$ cat config.mk
export PLATFORM = sky130hd
export DESIGN_NAME = page_free_list_allocator_core
export DESIGN_NICKNAME = d
export VERILOG_FILES = /design/src/rtl/pfl_pkg.sv /design/src/rtl/pfl_ctrl.sv /design/src/rtl/pfl_dp.sv /design/src/rtl/page_free_list_allocator_core.sv
export SDC_FILE = /design/constraint.sdc
export NUM_CORES = 2
export LEC_CHECK = 0
export ABC_CLOCK_PERIOD_IN_PS = 20700
export BUFFER_PORTS_ARGS = -buffer_cell sky130_fd_sc_hd__clkbuf_2
export CORE_UTILIZATION = 37
export DETAILED_ROUTE_END_ITERATION = 10
export GPL_TIMING_DRIVEN = 0
export PLACE_DENSITY = 0.63
export SLEW_MARGIN = 5
export SYNTH_ARGS = -nofsm -noshare
export SYNTH_HDL_FRONTEND = slang
export SYNTH_SLANG_ARGS = --single-unit
$ cat constraint.sdc
create_clock -name clk -period 20.7 [get_ports clk]
set_clock_uncertainty 0.15 [all_clocks]
set_input_delay 4.14 -clock clk [delete_from_list [all_inputs] [get_ports clk]]
set_output_delay 4.14 -clock clk [all_outputs]
set_load 0.02 [all_outputs]
$ cat src/rtl/pfl_pkg.sv
// shared constants, codes and types for the page free list allocator
`default_nettype none
package pfl_pkg;

  localparam int PAGE_BYTES   = 1024;
  localparam int MAX_PAGES    = 256;
  localparam int PAGE_SHIFT   = $clog2(PAGE_BYTES);
  localparam int IDX_W        = $clog2(MAX_PAGES);
  localparam int CNT_W        = $clog2(MAX_PAGES + 1);
  localparam int ADDR_W       = 32;
  localparam int FREE_COUNT_W = 9;
  localparam int PG_W         = ADDR_W - PAGE_SHIFT;
  localparam int CFG_INDEX_W  = 8;
  localparam int IN_DATA_W    = 32;
  localparam int OUT_DATA_W   = 48;

  localparam logic [CFG_INDEX_W-1:0] REG_HEAP_START = CFG_INDEX_W'(0);
  localparam logic [CFG_INDEX_W-1:0] REG_HEAP_END   = CFG_INDEX_W'(1);

  typedef enum logic [1:0] {
    OP_INIT  = 2'd0,
    OP_ALLOC = 2'd1,
    OP_FREE  = 2'd2,
    OP_NOP   = 2'd3
  } op_t;

  typedef enum logic [1:0] {
    ST_OK      = 2'd0,
    ST_EMPTY   = 2'd1,
    ST_BADADDR = 2'd2,
    ST_FULL    = 2'd3
  } status_t;

  typedef enum logic [2:0] {
    S_IDLE,
    S_CALC,
    S_CHECK,
    S_FILL,
    S_FINISH
  } state_t;

  typedef struct packed {
    logic capture;
    logic calc;
    logic check;
    logic fill;
    logic finish;
  } cmd_t;

  typedef struct packed {
    logic is_init;
    logic fill_done;
    logic out_free;
  } stat_t;

endpackage
`default_nettype wire

$ cat src/rtl/pfl_ctrl.sv
// controller state machine sequencing calc, check, fill and finish steps
`default_nettype none
module pfl_ctrl
  import pfl_pkg::*;
(
  input  wire        clk,
  input  wire        rst,
  input  wire        in_valid,
  output logic       in_ready,
  input  wire stat_t stat,
  output cmd_t       cmd
);

  state_t state, state_next;

  always_ff @(posedge clk) begin
    if (rst) begin
      state <= S_IDLE;
    end else begin
      state <= state_next;
    end
  end

  always_comb begin
    state_next = state;
    case (state)
      S_IDLE: begin
        if (in_valid) state_next = S_CALC;
      end
      S_CALC:  state_next = S_CHECK;
      S_CHECK: state_next = stat.is_init ? S_FILL : S_FINISH;
      S_FILL: begin
        if (stat.fill_done) state_next = S_FINISH;
      end
      S_FINISH: begin
        if (stat.out_free) state_next = S_IDLE;
      end
      default: state_next = S_IDLE;
    endcase
  end

  always_comb begin
    in_ready = 1'b0;
    cmd      = '0;
    case (state)
      S_IDLE: begin
        in_ready    = 1'b1;
        cmd.capture = in_valid;
      end
      S_CALC:   cmd.calc = 1'b1;
      S_CHECK:  cmd.check = 1'b1;
      S_FILL:   cmd.fill = !stat.fill_done;
      S_FINISH: cmd.finish = stat.out_free;
      default: begin
        in_ready = 1'b0;
      end
    endcase
  end

endmodule
`default_nettype wire

$ cat src/rtl/pfl_dp.sv
// datapath: config registers, free stack memory, address checks, result register
`default_nettype none
module pfl_dp
  import pfl_pkg::*;
(
  input  wire                          clk,
  input  wire                          rst,
  input  wire cmd_t                    cmd,
  output stat_t                        stat,
  input  wire  [1:0]                   in_op,
  input  wire  [ADDR_W-1:0]            in_addr,
  input  wire                          cfg_we,
  input  wire  [CFG_INDEX_W-1:0]       cfg_index,
  input  wire  [ADDR_W-1:0]            cfg_data,
  output logic                         out_valid,
  input  wire                          out_ready,
  output logic [1:0]                   out_status,
  output logic [ADDR_W-1:0]            out_addr,
  output logic [FREE_COUNT_W-1:0]      out_count
);

  logic [ADDR_W-1:0] heap_start;
  logic [ADDR_W-1:0] heap_end;

  logic [IDX_W-1:0] free_stack [MAX_PAGES];
  logic [IDX_W-1:0] rd_data;
  logic             mem_we;
  logic [IDX_W-1:0] mem_waddr;
  logic [IDX_W-1:0] mem_wdata;

  logic [CNT_W-1:0] stack_count;
  op_t              op;
  logic [ADDR_W-1:0] page_addr;

  // calc stage
  logic [ADDR_W:0] diff_a;
  logic [ADDR_W:0] off_a;
  logic [ADDR_W:0] endp_a;

  // check stage
  logic [CNT_W-1:0]  pages;
  logic              bad;
  logic              full;
  logic              empty;
  logic [IDX_W-1:0]  idx;
  logic [ADDR_W-1:0] alloc_addr;
  logic [CNT_W-1:0]  fill_i;

  logic [PG_W-1:0]   pg_raw;
  logic [CNT_W-1:0]  pages_calc;

  always_ff @(posedge clk) begin
    if (rst) begin
      heap_start <= '0;
      heap_end   <= '0;
    end else if (cfg_we) begin
      if (cfg_index == REG_HEAP_START) heap_start <= cfg_data;
      if (cfg_index == REG_HEAP_END)   heap_end   <= cfg_data;
    end
  end

  always_ff @(posedge clk) begin
    if (cmd.capture) begin
      op        <= op_t'(in_op);
      page_addr <= in_addr;
    end
  end

  always_ff @(posedge clk) begin
    if (cmd.calc) begin
      diff_a <= {1'b0, heap_end} - {1'b0, heap_start};
      off_a  <= {1'b0, page_addr} - {1'b0, heap_start};
      endp_a <= {1'b0, page_addr} + (ADDR_W+1)'(PAGE_BYTES);
    end
  end

  // page count of the heap, zero if the end lies below the start, capped at the stack depth
  always_comb begin
    pg_raw = diff_a[ADDR_W-1:PAGE_SHIFT];
    if (diff_a[ADDR_W]) begin
      pages_calc = '0;
    end else if (pg_raw > PG_W'(MAX_PAGES)) begin
      pages_calc = CNT_W'(MAX_PAGES);
    end else begin
      pages_calc = CNT_W'(pg_raw);
    end
  end

  always_ff @(posedge clk) begin
    if (cmd.check) begin
      pages      <= pages_calc;
      bad        <= off_a[ADDR_W]
                  || (off_a[PAGE_SHIFT-1:0] != '0)
                  || (endp_a > {1'b0, heap_end})
                  || (off_a[ADDR_W-1:PAGE_SHIFT] >= PG_W'(MAX_PAGES));
      full       <= (stack_count >= CNT_W'(MAX_PAGES));
      empty      <= (stack_count == '0);
      idx        <= off_a[PAGE_SHIFT+IDX_W-1:PAGE_SHIFT];
      alloc_addr <= heap_start + (ADDR_W'(rd_data) << PAGE_SHIFT);
    end
  end

  always_ff @(posedge clk) begin
    if (cmd.check) begin
      fill_i <= '0;
    end else if (cmd.fill) begin
      fill_i <= fill_i + CNT_W'(1);
    end
  end

  // single write port shared by the init sweep and free pushes
  always_comb begin
    mem_we    = 1'b0;
    mem_waddr = stack_count[IDX_W-1:0];
    mem_wdata = idx;
    if (cmd.fill) begin
      mem_we    = 1'b1;
      mem_waddr = fill_i[IDX_W-1:0];
      mem_wdata = IDX_W'(pages - fill_i - CNT_W'(1));
    end else if (cmd.finish && op == OP_FREE && !bad && !full) begin
      mem_we = 1'b1;
    end
  end

  always_ff @(posedge clk) begin
    if (mem_we) free_stack[mem_waddr] <= mem_wdata;
  end

  // top of stack read, issued during calc
  always_ff @(posedge clk) begin
    if (cmd.calc) rd_data <= free_stack[IDX_W'(stack_count - CNT_W'(1))];
  end

  always_ff @(posedge clk) begin
    if (rst) begin
      stack_count <= '0;
    end else if (cmd.finish) begin
      case (op)
        OP_INIT:  stack_count <= pages;
        OP_ALLOC: if (!empty) stack_count <= stack_count - CNT_W'(1);
        OP_FREE:  if (!bad && !full) stack_count <= stack_count + CNT_W'(1);
        OP_NOP:   stack_count <= stack_count;
        default:  stack_count <= stack_count;
      endcase
    end
  end

  always_ff @(posedge clk) begin
    if (rst) begin
      out_valid <= 1'b0;
    end else if (cmd.finish) begin
      out_valid <= 1'b1;
    end else if (out_ready) begin
      out_valid <= 1'b0;
    end
  end

  always_ff @(posedge clk) begin
    if (cmd.finish) begin
      out_status <= ST_OK;
      out_addr   <= '0;
      out_count  <= FREE_COUNT_W'(stack_count);
      case (op)
        OP_INIT: out_count <= FREE_COUNT_W'(pages);
        OP_ALLOC: begin
          if (empty) begin
            out_status <= ST_EMPTY;
          end else begin
            out_addr  <= alloc_addr;
            out_count <= FREE_COUNT_W'(stack_count - CNT_W'(1));
          end
        end
        OP_FREE: begin
          if (bad) begin
            out_status <= ST_BADADDR;
          end else if (full) begin
            out_status <= ST_FULL;
          end else begin
            out_count <= FREE_COUNT_W'(stack_count + CNT_W'(1));
          end
        end
        OP_NOP:  out_status <= ST_OK;
        default: out_status <= ST_OK;
      endcase
    end
  end

  assign stat.is_init   = (op == OP_INIT);
  assign stat.fill_done = (fill_i == pages);
  assign stat.out_free  = !out_valid || out_ready;

endmodule
`default_nettype wire

$ cat src/rtl/page_free_list_allocator_core.sv
// top level of the page free list allocator
//
//  channel  direction  handshake         payload
//  s_*      in         s_tvalid/tready   tuser op, tdata page_addr
//  m_*      out        m_tvalid/tready   tuser status, tdata result_addr, free_count
//  cfg_*    in         cfg_valid/ready   cfg_index register, cfg_data value
//
//  alloc, free and no-op pass through accept, offset/address sums with the
//  stack read, range checks and page address, result load; the result load
//  waits while an earlier result is held. init sweeps the single-port stack
//  memory between checks and result load, one entry a cycle, then sees it done.
//  one item is in work at a time; a new one is taken while a result waits on
//  m_tready. reset clears the count, heap registers and output valid; stack
//  entries stay undefined until written. cfg is always ready.
`default_nettype none
module page_free_list_allocator_core
  import pfl_pkg::*;
(
  input  wire                    clk,
  input  wire                    rst,
  input  wire                    s_tvalid,
  output logic                   s_tready,
  input  wire  [IN_DATA_W-1:0]   s_tdata,   // [31:0] page_addr
  input  wire  [1:0]             s_tuser,   // [1:0] op
  output logic                   m_tvalid,
  input  wire                    m_tready,
  output logic [OUT_DATA_W-1:0]  m_tdata,   // [31:0] result_addr, [40:32] free_count
  output logic [1:0]             m_tuser,   // [1:0] status
  input  wire                    cfg_valid,
  output logic                   cfg_ready,
  input  wire  [CFG_INDEX_W-1:0] cfg_index,
  input  wire  [ADDR_W-1:0]      cfg_data
);

  cmd_t                    cmd;
  stat_t                   stat;
  logic [ADDR_W-1:0]       res_addr;
  logic [FREE_COUNT_W-1:0] res_count;

  assign cfg_ready = 1'b1;

  pfl_ctrl u_ctrl (
    .clk      (clk),
    .rst      (rst),
    .in_valid (s_tvalid),
    .in_ready (s_tready),
    .stat     (stat),
    .cmd      (cmd)
  );

  pfl_dp u_dp (
    .clk        (clk),
    .rst        (rst),
    .cmd        (cmd),
    .stat       (stat),
    .in_op      (s_tuser),
    .in_addr    (s_tdata),
    .cfg_we     (cfg_valid && cfg_ready),
    .cfg_index  (cfg_index),
    .cfg_data   (cfg_data),
    .out_valid  (m_tvalid),
    .out_ready  (m_tready),
    .out_status (m_tuser),
    .out_addr   (res_addr),
    .out_count  (res_count)
  );

  assign m_tdata = {(OUT_DATA_W - ADDR_W - FREE_COUNT_W)'(0), res_count, res_addr};

endmodule
`default_nettype wire
# --- After elaboration in Yosys (flattened, before gate mapping) ---
# Memories as Yosys holds them, arrays and structs flattened. A register that Yosys moved wholly into a read port is not among the register bits.
# Index checks and enable logic that the tools add are counted.
totals:
  latch_bits: 0
  reg_bits: 314
  romBits: 0
  word_cells: 104
  memories: 1
  ram_bits: 2048
op_classes:
  n_mux: 30
  n_reduce_logical: 24
  eq_ne: 13
  shift: 0
  n_addsub: 9
  multipliers: 0
  magnitude_cmp: 4
  bitwise_logic: 2
  n_div: 0
memory_table:
  columns: ["memory", "words", "width", "rd", "rd_ports_with_merged_regs", "write_ports", "line", "text"]
  rows:
  - ["u_dp.free_stack", 256, 8, 1, 1, 1, "pfl_dp.sv:25", "logic [IDX_W-1:0] free_stack [MAX_PAGES];"]
ops:
  columns: ["cell", "count"]
  rows:
  - ["subtractor 32 x 32 -> 33 bit", 2]
  - ["case mux 9 bit (3 select lines)", 2]
  - ["two-way mux 9 bit", 5]
  - ["adder 32 x 11 -> 33 bit, second input constant", 1]
  - ["> comparator 33 x 32 -> 1 bit", 1]
  - ["adder 32 x 18 -> 32 bit", 1]
  - ["greater-or-equal comparator 22 x 9 -> 1 bit, second input constant", 1]
  - ["> comparator 22 x 9 -> 1 bit, second input constant", 1]
  - ["adder 9 x 1 -> 9 bit, second input constant", 2]
  - ["two-way mux 8 bit", 2]
  - ["case mux 3 bit (5 select lines)", 1]
  - ["two-way mux 1 bit", 13]
  - ["two-way mux 3 bit", 4]
  - ["nonzero test 10 bit", 1]
  - ["equality test 9 bit", 1]
  - ["greater-or-equal comparator 9 bit, second input constant", 1]
  - ["logical NOT 9 bit", 1]
  - ["subtractor 9 x 1 -> 9 bit, second input constant", 1]
  - ["equality test 8 x 1 -> 1 bit, second input constant", 1]
  - ["logical NOT 8 bit", 1]
  - ["subtractor 8 x 1 -> 8 bit, second input constant", 1]
  - ["subtractor 8 bit", 1]
  - ["equality test 3 x 2 -> 1 bit, second input constant", 2]
  - ["AND reduction 3 bit", 2]
  - ["other kinds (17)", 33]

# --- Longest topological paths before layout ---
depth:
  word_depth: 10
  ltp_mapped: 17
  depth_no_buf: 12

# --- Cells and area by module ---
# From an unflattened synthesis, not the netlist that was laid out.
unflattened:
  hier_cells: 5319
  hier_area_um2: 96346.2
modules_own_cells:
  columns: ["mod", "n_inst", "seq_area_each_um2", "area_each_um2", "cells_per_inst"]
  rows:
  - ["pfl_dp", 1, 69947.1, 96047.1, 5280]
  - ["pfl_ctrl", 1, 60.1, 231.5, 29]
  - ["page_free_list_allocator_core", 1, 0.0, 67.6, 10]

# --- Least setup slack after synthesis ---
# Ideal clock, no wire load.
synth_timing:
  path_kind: "register to register"
  from: "register u_dp.fill_i[2]"
  to: "memory u_dp.free_stack[0][5] in the netlist's numbering, data pin"
  setup_ns: 2.187
  synth_period_minus_slack_ns: 14.310
  arrival_time_ns: 11.974
  path_slack_ns: 6.390
  stages_incl_launch_ff: 12
  n_path_buf: 4
  path_cell_list: "dfxtp_1 -> inv_1 -> ha_1 -> nand2_1 -> nor3_1 -> nand3_1 -> nand4_2 -> buf_2 -> buf_2 -> buf_1 -> clkbuf_1 -> o21ai_0"
synth_via:
  elab_chain_len: 4
  elab_cells_between_ends: 6
synth_rtl:
  columns: ["element", "line", "text"]
  rows:
  - ["start: declaration", "pfl_dp.sv:47", "logic [CNT_W-1:0] fill_i;"]
  - ["start signal: assignment", "pfl_dp.sv:107", "fill_i <= fill_i + CNT_W'(1);"]
  - ["parallel branches: the longest is 3 deep, another holds subtractor 8 bit", null, null]
  - ["two-way mux 8 bit (*)", "pfl_dp.sv:116", "if (cmd.fill) begin"]
  - ["named net u_dp.mem_wdata[5]", "pfl_dp.sv:29", "logic [IDX_W-1:0] mem_wdata;"]
  - ["end: declaration", "pfl_dp.sv:25", null]
# Mark *: on every way through the listed nets, which the timed path passes.

==> impl_metrics.yaml <==
run_status:
  status: "complete, no violations"
clocking:
  ctsResizeCount: 0
  cts_tree: "yes"
  cts-buffers-inserted: 223
  clock_latency_ns: 0.90
  htreeDepth: 4
  postCtsSetupBuffers: 0
  cts.sinks: 2360
  cts_hold_buf: 0
  cts-root-buf: "clkbuf_16"
  clk_pin_slew_ns: 0.06
  clockBufferDepth: 3
route:
  viasPerCell: 5.60
  drtIter0Drc: 6865
  ant_nets: 0
  wl_per_cell_um: 28.1
  num_vias: 52500
  wirelength_um: 264000
  dr.pass1.iters: 8
  drc: 0
setup_path:
  cp_max_fo: 13
  cp_data_arrival_time_ns: 7.86
  reg2reg_slack_ns: 13.61
  r2r-start: "u_dp.stack_count[0]"
  r2r_end: "u_dp.rd_data[2]"
  r2r_cells: 17
  required_ns: 21.10
  critPathLaunchType: "primary input"
  end_kind: "flip-flop"
  path_class: "primary input to flip-flop"
die:
  die_x_um: 513
  die_h_um: 513
  dieArea_mm2: 0.263
  ioPinCount: 132
  rows: 187
  core_area_mm2: 0.259
  initial_core_util_pct: 37.2
sta:
  relSlewSlack_pct: 7.83
  hold_viol_final: 0
  worst_slack_ns: 13.24
  clock.fmax_ghz: 0.134
  setup_viol: 0
  tns_ns: 0
  tightest_slew_ns: 1.38
  min_period_ns: 7.46
  final_max_slew_viol_count: 0
  fin_crit_sh_pct: 36.0
  rsz0062_at_grt: "false"
final_layout:
  layout.nets: 5968
  layout-drive-gt1-share_pct: 21.7
  layout_common_cells: "edfxtp_1 (2274), mux4_2 (512), nor2_1 (382), nand2_1 (312), a21oi_1 (256)"
  syn_to_final_growth_pct: 14.7
  final_common_cell: "edfxtp_1"
  final_cell_area_mm2: 0.111
global_routing:
  grt_pass1_vias: 51500
  grt_first_pass_wirelength_um: 373000
  antenna_found_initial: 11
  grt_max_degree: 141
  grt_usage_pct: 19.8
  globalRouteOverflowTotal: 0
power_and_ir_drop:
  powerDensity_mw_per_mm2: 96.8
  ir_drop_uv: 74.1
  power.leakage_nw: 34.9
synthesis:
  ys_seq_area_share_pct: 72.6
  ys_warn_count: 0
  synthArstFlopShare_pct: 0
  synth-seq-cells: 2360
  synth_area_mm2: 0.0965
  synth_edf_count: 2274
  syn_inst: 5337
  synth_top_flop_cell: "edfxtp_1"
  synth.avg_cell_area_um2: 18.1
  ys_types: 73
flow_run:
  cap_violations: 0
placement:
  place_area_mm2: 0.103
  gp_congestion: 0.946
  place_worst_setup_slack_ns: 12.45
  hpwl_um: 186000
  portBuffers: 122
min_path:
  hp-class: "flip-flop to flip-flop"
  min_path_cells: 0
  hold_start: "u_dp.off_a[14]"
  hold_path_end: "u_dp.idx[4]"
## cells by family after synthesis
| group | Yosys count | synth area share [%] |
|---|---|---|
| buffers and inverters | 398 | 1.93 |
| xor gates and xnor gates | 118 | 1.07 |
| adders and majority gates | 122 | 1.61 |
| and+or+nand+nor | 981 | 4.55 |
| muxes | 709 | 14.1 |
| AOI/OAI and AO/OA | 647 | 4.18 |
| DFF | 2360 | 72.6 |
| other | 2 | 0.00778 |
## worst max-delay path, cell delays in order
cell and delay (ns):
clkbuf_2 0.08, nor2b_1 0.37, nor2_4 0.19, a21boi_0 1.04, nor2b_1 0.21, nand2_1 0.56, clkbuf_2 0.79, nor2_1 0.44
## metrics by stage
step / std cells / power (mW) / hold WS [ns] / utilization [%]
2_1_floorplan: 5343 / 6.06 / 0.250 / -
3_3_place_gp: 8867 / 6.58 / 0.260 / 39.1
3_5_place_dp: 8944 / 6.54 / 0.257 / 39.7
4_1_cts: 9366 / 10.7 / 0.272 / 42.6
5_1_grt: 9367 / 11.0 / 0.287 / 42.6
6_report: 9369 / 10.7 / 0.276 / 42.6
## flip-flops by register name, indices dropped and copies added (netlist names)
name and count:
u_dp.free_stack 2048, u_dp.stack_count 9, u_dp.page_addr 32, u_dp.empty 1, u_dp.diff_a 23, u_ctrl.state 3, u_dp.bad 1, u_dp.op 2
u_dp.idx 8, u_dp.out_count 9, u_dp.heap_start 32, u_dp.full 1, u_dp.endp_a 33, u_dp.heap_end 32, u_dp.fill_i 9, u_dp.out_valid 1
u_dp.out_status 2, u_dp.rd_data 8, u_dp.out_addr 32, u_dp.off_a 33, u_dp.alloc_addr 32, u_dp.pages 9
## report_power, final
part	leakage [nW]	internal [mW]	switching, mW
clock network	3.70	2.42	1.83
logic	9.98	0.383	0.786
registers	21.2	5.27	0.0259
total	34.9	8.07	2.64
## synthesized netlist by cell type (all sizes together) (3+ instances only)
| cell | number | area (um2) |
|---|---|---|
| nand2b | 12 | 75.1 |
| nor3b | 4 | 30.0 |
| mux2i | 131 | 1310 |
| clkbuf | 155 | 583 |
| nand2 | 312 | 1170 |
| nor2b | 84 | 533 |
| a211o | 4 | 35.0 |
| a21oi | 258 | 1310 |
| mux2 | 66 | 743 |
| a21o | 32 | 240 |
| o21ai | 111 | 556 |
| edfxtp | 2274 | 68300 |
| a31o | 4 | 35.0 |
| a31oi | 8 | 50.1 |
| buf | 140 | 890 |
| nand3b | 10 | 75.1 |
| inv | 103 | 387 |
| a211oi | 108 | 811 |
| xnor2 | 79 | 692 |
| nand3 | 29 | 145 |
| or2 | 8 | 50.1 |
| a221oi | 8 | 76.3 |
| and4 | 5 | 43.8 |
| fa | 3 | 60.1 |
| xor2 | 39 | 342 |
| ha | 119 | 1490 |
| and3 | 10 | 62.6 |
| o21bai | 9 | 67.6 |
| nor4 | 17 | 106 |
| o21a | 9 | 67.6 |
| nand4 | 29 | 188 |
| o22ai | 9 | 56.3 |
| dfxtp | 86 | 1720 |
| and2 | 47 | 294 |
| nor2 | 383 | 1440 |
| nor3 | 21 | 105 |
| a311oi | 3 | 32.5 |
| o31ai | 14 | 115 |
| a22oi | 4 | 30.0 |
| o211ai | 38 | 285 |
| a221o | 9 | 90.1 |
| or3 | 6 | 37.5 |
| mux4 | 512 | 11500 |
| o41a | 3 | 33.8 |
## cell type report
class	instances	area, um2
antenna	3	7.51
buffer	295	1490
clock buffer	269	5850
clock inverter	153	1800
fill	22500	149000
inverter	103	387
multi-input combinational	2585	24800
sequential	2360	70000
tap	3402	4260
timing repair buffer	199	2040
## layer usage
| layer | part of all wire [%] | up-vias | global-route usage, % |
|---|---|---|---|
| met5 | 0.020 | - | 0 |
| met4 | 4.0 | 8 | 7.43 |
| met3 | 8.7 | 499 | 3.99 |
| met2 | 47 | 2545 | 31.2 |
| met1 | 41 | 27300 | 27.0 |
| li1 | - | 22100 | - |
## worst max-delay path by stage
stage / cells after the start / startpoint / end / slack, ns
finish: 8 / m_tready / u_dp.free_stack[224][1] / 13.24
global route: 8 / m_tready / u_dp.free_stack[64][0] / 13.16
CTS: 8 / m_tready / u_dp.free_stack[64][0] / 13.38
detailed placement: 8 / m_tready / u_dp.free_stack[224][7] / 12.45
global placement: 10 / u_dp.fill_i[2] / u_dp.free_stack[82][3] / -7.17
floorplan: 11 / u_dp.fill_i[2] / u_dp.free_stack[0][5] / 6.39
(Power assumes the default switching activity.)
